===== src/rtl/ps2lb_pkg.sv =====
package ps2lb_pkg;

  localparam int RING_DEPTH_DEF = 256;

  localparam logic [7:0] LSHIFT_DOWN = 8'd42;
  localparam logic [7:0] RSHIFT_DOWN = 8'd54;
  localparam logic [7:0] LSHIFT_UP   = 8'd170;
  localparam logic [7:0] RSHIFT_UP   = 8'd182;
  localparam logic [6:0] ASCII_BS    = 7'h08;
  localparam logic [6:0] ASCII_NUL   = 7'h00;

  typedef enum logic [1:0] {
    OP_NONE,
    OP_READ,
    OP_ERASE,
    OP_PUSH
  } op_t;

  typedef struct packed {
    op_t        op;
    logic [6:0] ch;
  } cmd_t;

  // {plain, shifted} character for a make code
  function automatic logic [13:0] key_pair(input logic [6:0] code);
    logic [13:0] pair;
    pair = 14'h0;
    case (code)
      7'd1:  pair = {7'h1B, 7'h1B};
      7'd2:  pair = {7'h31, 7'h21};
      7'd3:  pair = {7'h32, 7'h40};
      7'd4:  pair = {7'h33, 7'h23};
      7'd5:  pair = {7'h34, 7'h24};
      7'd6:  pair = {7'h35, 7'h25};
      7'd7:  pair = {7'h36, 7'h5E};
      7'd8:  pair = {7'h37, 7'h26};
      7'd9:  pair = {7'h38, 7'h2A};
      7'd10: pair = {7'h39, 7'h28};
      7'd11: pair = {7'h30, 7'h29};
      7'd12: pair = {7'h2D, 7'h5F};
      7'd13: pair = {7'h3D, 7'h2B};
      7'd14: pair = {7'h08, 7'h08};
      7'd15: pair = {7'h09, 7'h09};
      7'd16: pair = {7'h71, 7'h51};
      7'd17: pair = {7'h77, 7'h57};
      7'd18: pair = {7'h65, 7'h45};
      7'd19: pair = {7'h72, 7'h52};
      7'd20: pair = {7'h74, 7'h54};
      7'd21: pair = {7'h79, 7'h59};
      7'd22: pair = {7'h75, 7'h55};
      7'd23: pair = {7'h69, 7'h49};
      7'd24: pair = {7'h6F, 7'h4F};
      7'd25: pair = {7'h70, 7'h50};
      7'd26: pair = {7'h5B, 7'h7B};
      7'd27: pair = {7'h5D, 7'h7D};
      7'd28: pair = {7'h0A, 7'h0A};
      7'd30: pair = {7'h61, 7'h41};
      7'd31: pair = {7'h73, 7'h53};
      7'd32: pair = {7'h64, 7'h44};
      7'd33: pair = {7'h66, 7'h46};
      7'd34: pair = {7'h67, 7'h47};
      7'd35: pair = {7'h68, 7'h48};
      7'd36: pair = {7'h6A, 7'h4A};
      7'd37: pair = {7'h6B, 7'h4B};
      7'd38: pair = {7'h6C, 7'h4C};
      7'd39: pair = {7'h3B, 7'h3A};
      7'd40: pair = {7'h27, 7'h22};
      7'd41: pair = {7'h60, 7'h7E};
      7'd43: pair = {7'h5C, 7'h7C};
      7'd44: pair = {7'h7A, 7'h5A};
      7'd45: pair = {7'h78, 7'h58};
      7'd46: pair = {7'h63, 7'h43};
      7'd47: pair = {7'h76, 7'h56};
      7'd48: pair = {7'h62, 7'h42};
      7'd49: pair = {7'h6E, 7'h4E};
      7'd50: pair = {7'h6D, 7'h4D};
      7'd51: pair = {7'h2C, 7'h3C};
      7'd52: pair = {7'h2E, 7'h3E};
      7'd53: pair = {7'h2F, 7'h3F};
      7'd55: pair = {7'h2A, 7'h2A};
      7'd57: pair = {7'h20, 7'h20};
      default: pair = 14'h0;
    endcase
    return pair;
  endfunction

endpackage


===== src/rtl/ps2_scancode_line_buffer_top.sv =====
// path: an input transfer is written into a command queue slot, then popped into the back-end output registers
// throughput: one item per cycle while the output is not stalled, set by the ring update in the back end
// a full 2-entry command queue or a stalled output register holds off input
// reset: synchronous, clears shift flag, ring pointers, fill count and queue;
// ring contents are left as they are and need no clearing pass
module ps2_scancode_line_buffer_top #(
  parameter int RING_DEPTH = ps2lb_pkg::RING_DEPTH_DEF
) (
  input  logic       clk,
  input  logic       rst,
  input  logic       in_valid,
  output logic       in_stall,
  input  logic       kind,
  input  logic [7:0] scancode,
  output logic       out_valid,
  input  logic       out_stall,
  output logic [6:0] read_char,
  output logic [6:0] echo_code,
  output logic       echo_erase,
  output logic       dropped,
  output logic [7:0] fill_level
);
  import ps2lb_pkg::*;

  cmd_t push_cmd;
  cmd_t pop_cmd;
  logic push;
  logic pop;
  logic q_full;
  logic q_empty;

  ps2lb_front u_front (
    .clk      (clk),
    .rst      (rst),
    .in_valid (in_valid),
    .in_stall (in_stall),
    .kind     (kind),
    .scancode (scancode),
    .push     (push),
    .cmd      (push_cmd),
    .q_full   (q_full)
  );

  ps2lb_queue u_queue (
    .clk      (clk),
    .rst      (rst),
    .push     (push),
    .push_cmd (push_cmd),
    .full     (q_full),
    .pop      (pop),
    .pop_cmd  (pop_cmd),
    .empty    (q_empty)
  );

  ps2lb_back #(
    .RING_DEPTH (RING_DEPTH)
  ) u_back (
    .clk        (clk),
    .rst        (rst),
    .q_empty    (q_empty),
    .cmd        (pop_cmd),
    .pop        (pop),
    .out_valid  (out_valid),
    .out_stall  (out_stall),
    .read_char  (read_char),
    .echo_code  (echo_code),
    .echo_erase (echo_erase),
    .dropped    (dropped),
    .fill_level (fill_level)
  );

endmodule


===== src/rtl/ps2lb_front.sv =====
module ps2lb_front (
  input  logic             clk,
  input  logic             rst,
  input  logic             in_valid,
  output logic             in_stall,
  input  logic             kind,
  input  logic [7:0]       scancode,
  output logic             push,
  output ps2lb_pkg::cmd_t  cmd,
  input  logic             q_full
);
  import ps2lb_pkg::*;

  logic        shift_held;
  logic        shift_held_next;
  logic [13:0] pair;
  logic [6:0]  ch;

  assign in_stall = q_full;
  assign push     = in_valid && !q_full;
  assign pair     = key_pair(scancode[6:0]);
  assign ch       = shift_held ? pair[6:0] : pair[13:7];

  always_comb begin
    shift_held_next = shift_held;
    cmd.op          = OP_NONE;
    cmd.ch          = ch;
    if (kind) begin
      cmd.op = OP_READ;
    end else if (scancode[7]) begin
      if (scancode == LSHIFT_UP || scancode == RSHIFT_UP) begin
        shift_held_next = 1'b0;
      end
    end else if (scancode == LSHIFT_DOWN || scancode == RSHIFT_DOWN) begin
      shift_held_next = 1'b1;
    end else if (ch == ASCII_BS) begin
      cmd.op = OP_ERASE;
    end else if (ch != ASCII_NUL) begin
      cmd.op = OP_PUSH;
    end
  end

  always_ff @(posedge clk) begin
    if (rst) begin
      shift_held <= 1'b0;
    end else if (push) begin
      shift_held <= shift_held_next;
    end
  end

endmodule


===== src/rtl/ps2lb_queue.sv =====
module ps2lb_queue (
  input  logic             clk,
  input  logic             rst,
  input  logic             push,
  input  ps2lb_pkg::cmd_t  push_cmd,
  output logic             full,
  input  logic             pop,
  output ps2lb_pkg::cmd_t  pop_cmd,
  output logic             empty
);
  import ps2lb_pkg::*;

  cmd_t       slots [2];
  logic       wr_idx;
  logic       rd_idx;
  logic [1:0] level;

  assign full    = (level == 2'd2);
  assign empty   = (level == 2'd0);
  assign pop_cmd = slots[rd_idx];

  always_ff @(posedge clk) begin
    if (push) begin
      slots[wr_idx] <= push_cmd;
    end
  end

  always_ff @(posedge clk) begin
    if (rst) begin
      wr_idx <= 1'b0;
      rd_idx <= 1'b0;
      level  <= 2'd0;
    end else begin
      if (push) begin
        wr_idx <= !wr_idx;
      end
      if (pop) begin
        rd_idx <= !rd_idx;
      end
      case ({push, pop})
        2'b10:   level <= level + 2'd1;
        2'b01:   level <= level - 2'd1;
        default: level <= level;
      endcase
    end
  end

endmodule


===== src/rtl/ps2lb_back.sv =====
module ps2lb_back #(
  parameter int RING_DEPTH = ps2lb_pkg::RING_DEPTH_DEF
) (
  input  logic             clk,
  input  logic             rst,
  input  logic             q_empty,
  input  ps2lb_pkg::cmd_t  cmd,
  output logic             pop,
  output logic             out_valid,
  input  logic             out_stall,
  output logic [6:0]       read_char,
  output logic [6:0]       echo_code,
  output logic             echo_erase,
  output logic             dropped,
  output logic [7:0]       fill_level
);
  import ps2lb_pkg::*;

  localparam int PTR_W = $clog2(RING_DEPTH);
  localparam logic [PTR_W-1:0] LAST = PTR_W'(RING_DEPTH - 1);

  logic [6:0]       char_ring [RING_DEPTH];
  logic [PTR_W-1:0] write_pointer;
  logic [PTR_W-1:0] write_pointer_next;
  logic [PTR_W-1:0] read_pointer;
  logic [PTR_W-1:0] read_pointer_next;
  logic [PTR_W-1:0] count;
  logic [PTR_W-1:0] count_next;
  logic [6:0]       rd_data;
  logic             rd_hit;
  logic             rd_hit_next;
  logic [6:0]       echo_next;
  logic             erase_next;
  logic             drop_next;
  logic             ring_we;

  assign pop       = !q_empty && (!out_valid || !out_stall);
  assign read_char = rd_hit ? rd_data : ASCII_NUL;

  always_comb begin
    write_pointer_next = write_pointer;
    read_pointer_next  = read_pointer;
    count_next         = count;
    rd_hit_next        = 1'b0;
    echo_next          = ASCII_NUL;
    erase_next         = 1'b0;
    drop_next          = 1'b0;
    ring_we            = 1'b0;
    case (cmd.op)
      OP_READ: begin
        if (count != '0) begin
          rd_hit_next       = 1'b1;
          read_pointer_next = (read_pointer == LAST) ? '0 : read_pointer + 1'b1;
          count_next        = count - 1'b1;
        end
      end
      OP_ERASE: begin
        erase_next = 1'b1;
        if (count != '0) begin
          write_pointer_next = (write_pointer == '0) ? LAST : write_pointer - 1'b1;
          count_next         = count - 1'b1;
        end
      end
      OP_PUSH: begin
        if (count == LAST) begin
          drop_next = 1'b1;
        end else begin
          echo_next          = cmd.ch;
          ring_we            = 1'b1;
          write_pointer_next = (write_pointer == LAST) ? '0 : write_pointer + 1'b1;
          count_next         = count + 1'b1;
        end
      end
      default: begin
      end
    endcase
  end

  // ring storage, registered read
  always_ff @(posedge clk) begin
    if (pop && ring_we) begin
      char_ring[write_pointer] <= cmd.ch;
    end
    if (pop) begin
      rd_data <= char_ring[read_pointer];
    end
  end

  always_ff @(posedge clk) begin
    if (rst) begin
      write_pointer <= '0;
      read_pointer  <= '0;
      count         <= '0;
      out_valid     <= 1'b0;
    end else begin
      if (pop) begin
        write_pointer <= write_pointer_next;
        read_pointer  <= read_pointer_next;
        count         <= count_next;
        out_valid     <= 1'b1;
      end else if (!out_stall) begin
        out_valid <= 1'b0;
      end
    end
  end

  always_ff @(posedge clk) begin
    if (pop) begin
      rd_hit     <= rd_hit_next;
      echo_code  <= echo_next;
      echo_erase <= erase_next;
      dropped    <= drop_next;
      fill_level <= 8'(count_next);
    end
  end

endmodule

===== config.mk =====
export PLATFORM = sky130hd
export DESIGN_NAME = ps2_scancode_line_buffer_top
export DESIGN_NICKNAME = d
export VERILOG_FILES = /design/src/rtl/ps2lb_pkg.sv /design/src/rtl/ps2_scancode_line_buffer_top.sv /design/src/rtl/ps2lb_front.sv /design/src/rtl/ps2lb_queue.sv /design/src/rtl/ps2lb_back.sv
export SDC_FILE = /design/constraint.sdc
export NUM_CORES = 2
export LEC_CHECK = 0
export BUFFER_PORTS_ARGS = -buffer_cell sky130_fd_sc_hd__buf_2
export CORE_MARGIN = 2
export CORE_UTILIZATION = 45
export DETAILED_ROUTE_END_ITERATION = 12
export PLACE_DENSITY = 0.69
export SETUP_SLACK_MARGIN = 0.3
export SYNTH_ARGS = -nofsm -noshare
export SYNTH_HDL_FRONTEND = slang
export SYNTH_SLANG_ARGS = --single-unit

===== constraint.sdc =====
create_clock -name clk -period 7.8 [get_ports clk]
set_input_delay 0.78 -clock clk [delete_from_list [all_inputs] [get_ports clk]]
set_output_delay 0.78 -clock clk [all_outputs]
set_load 0.02 [all_outputs]

==> run summary <==
Status - finished, final reports clean
Maxcap violations - 0
Routed wire length per instance - 30.2 um
Critical-path maximum fanout - 27
Clock Root Buffer - clkbuf_16
Critical path depth - 9
Hold wc startpoint - scancode[7]
Clock sink count - 1866
Initial core utilization - 0.453
Syn Inst Count - 3904
Net Switching - 6.69 mW
DR vias/cell - 6.20
Later-pin clock latency in the skew report - 840 ps
Input/output buffers - 38
Iteration-0 DRC Markers - 5299
CTS tree - done
Syn nets - 3942
Num ports - 39
Hold/Removal Path Class - in2reg
Final cycle utilization of the critical path - 0.577
Crit. End Element - register
Area grow syn2layout - 10.9%
Fin crit period - 4500 ps
# Post-CTS Setup Buffers - 0
GRT overflow - 0
Bufs and invs on worst path - 3
Residual DRC - 0
Sw Ratio - 0.271
Final ANT Viol Nets - 0
Synth top cells by count - edfxtp_1, mux4_2, nor2_1
Leak - 24.9 nW
Clk pin slew, worst setup/hold paths - 60 ps
Area occupied by multi-input gates - 0.0176 mm^2
Total number of H-tree levels - 4
Main synth FF type - edfxtp_1
Fmax - 0.222 GHz
Final WL - 190000 um
Core region area - 0.165 mm^2
Overall Global Routing Usage - 0.224
Yosys top cell by area - edfxtp_1
Post-CTS Hold Fix Bufs - 0
Die Y - 411 um
Worst r2r path cells - 9
Largest net degree at the start of global routing - 158
Synth cell types - 72
Crit-path cells - mux2i_1 > inv_1 > ha_1 > buf_4 > o21ai_1 > nor2_1 > buf_4 > nand4_1 > nor2_1
Seq/Total Area, Yosys - 0.747
Post-synth EDFFs - 1835
Slew at the pin with the worst max-slew slack - 1220 ps
Post_cts resized - 0
Pint - 18.0 mW
Combinational share of power - 0.166
WS Path Type - reg2reg
Post-Syn Area - 0.0746 mm^2
Yosys top cell area share - 0.739
Die X - 411 um
CP Launch Type - register
Placer congestion estimate - 0.849
Layout cells sized above 1 - 0.195
Vias in the first global route - 38437
Fin. max-slew vios - 0
Cell area after placement - 0.0771 mm^2
Final Hold Viols - 0
Post-Syn Area per Cell - 19.1 um^2
Nets - 3991
Finished Cell Area - 0.0827 mm^2
RSZ-0062 raised after global routing - false
Seq cells post-synth - 1866
Slowest stage delay, CP - 860 ps
Worst VDD drop - 0.265 mV
Initial antenna violation count - 2
DIE AREA - 0.169 mm^2
Clk buf depth - 3
Top cells by area, synth - edfxtp_1, mux4_2, mux2i_1
1st-pass router iterations - 8
Power Density - 299 mW/mm^2
Hold Path Depth - 2
Flip-flop and latch area - 0.0557 mm^2
Count leader, synth - edfxtp_1
TritonCTS Buffers - 179
Layout fillers - 13125
Max-slew headroom - 0.179
Final TNS setup - 0 ps
Async S/R FF share, synth - 0
Cell count after placement - 5961
CP top delay family - simple AND/OR/NAND/NOR gates
Slowest-stage cell, CP - nor2_1
Post-Layout Cell Count - 6286
Sequential share of power - 0.497
Worst path arrival time - 4940 ps
Clock Skew - 55.2 ps
First-pass GRT wire length - 274000 um
Reg2reg setup slack - 3300 ps
Clk pwr share - 0.337
Vias - 38980
Final hold slack - 172 ps
Num rows - 149
Final setup violation count - 0
Hold endpoint - u_front.shift_held
FF-to-FF End - u_back.char_ring[217][6]
Synth warn - 0
Worst Path Required - 8240 ps
Detailed Place HPWL - 110000 um
[registers in the layout, summed over array words and instances, names as in the netlist, 2 cells and up, named ones only]
name,count
u_back.char_ring,1792
u_queue.slots,18
u_back.count,8
u_back.fill_level,8
u_back.read_pointer,8
u_back.write_pointer,8
u_back.echo_code,7
u_back.rd_data,7
u_queue.level,2
[power groups by stage]
stage | clock network (mW) | registers [mW] | logic [mW]
5_1_grt | 8.80 | 12.3 | 4.40
4_1_cts | 8.42 | 12.3 | 4.14
2_1_floorplan | 0 | 12.5 | 2.79
3_5_place_dp | 0 | 12.5 | 4.13
6_report | 8.34 | 12.3 | 4.10
3_3_place_gp | 0 | 12.5 | 4.05
[layout by cell type, fill, tap and decap left out, types with 10 or more instances in the layout]
master and count:
nand3_1 53, or3_1 13, dfxtp_1 26, buf_2 38, clkbuf_1 37, clkbuf_16 179
nand4_1 12, nor3_1 26, a221oi_1 42, a31oi_1 14, o22ai_1 23, inv_1 25
clkinv_2 31, ha_1 25, mux4_2 402, o21ai_0 75, o211ai_1 15, a21oi_1 104
xnor2_1 12, nand2b_1 11, a211oi_1 19, clkinv_1 49, a22oi_1 26, nand2_1 155
o221ai_1 37, edfxtp_1 1835, mux2i_1 195, nor2b_1 25, bufinv_16 10, nor2_1 331
buf_4 71
[layer usage]
metal	vias to the layer above	part of all wire	global-route usage
li1	16029	-	-
met1	20359	0.39	0.312
met2	2221	0.47	0.345
met3	367	0.10	0.0529
met4	4	0.040	0.0872
met5	-	0.00012	0
[worst max-delay path by stage]
| stage | slack [ps] | endpoint | start |
|---|---|---|---|
| floorplan | 4710 | u_back.char_ring[107][0] | register |
| global placement | 3460 | u_back.char_ring[208][1] | register |
| detailed placement | 3310 | u_back.char_ring[219][2] | register |
| CTS | 3280 | u_back.char_ring[219][5] | register |
| global route | 2940 | u_back.char_ring[208][5] | register |
| finish | 3300 | u_back.char_ring[217][6] | register |
[per-stage QoR]
step	worst slack (ps)	utilization	power [mW]
floorplan	4710	-	15.3
global placement	3460	0.468	16.5
detailed placement	3310	0.468	16.6
CTS	3280	0.502	24.9
global route	2940	0.502	25.5
finish	3300	0.502	24.7
[area by class of cell]
type / count / share of cell area
flip-flops and latches: 1866 / 0.674
inverters: 31 / 0.00147
multi-input cells: 1757 / 0.213
repair buffers: 118 / 0.0109
diodes: 1 / 0.0000302
clock buffers: 217 / 0.0560
clock inverters: 107 / 0.0120
well taps: 2189 / 0.0331
[kinds of logic (layout without fill, tap and decap cells)]
family	Yosys count	in the layout	share of synthesized area
AO/OA/AOI/OAI	436	436	0.0399
XOR/XNOR	14	14	0.00164
adder cells (fa/ha/maj)	25	25	0.00419
buffers and inverters	281	473	0.0190
flip-flops	1866	1866	0.747
multiplexers	608	608	0.149
other	0	1	0
AND/OR/NAND/NOR	674	674	0.0393
Power figures use the tool's default switching activity.
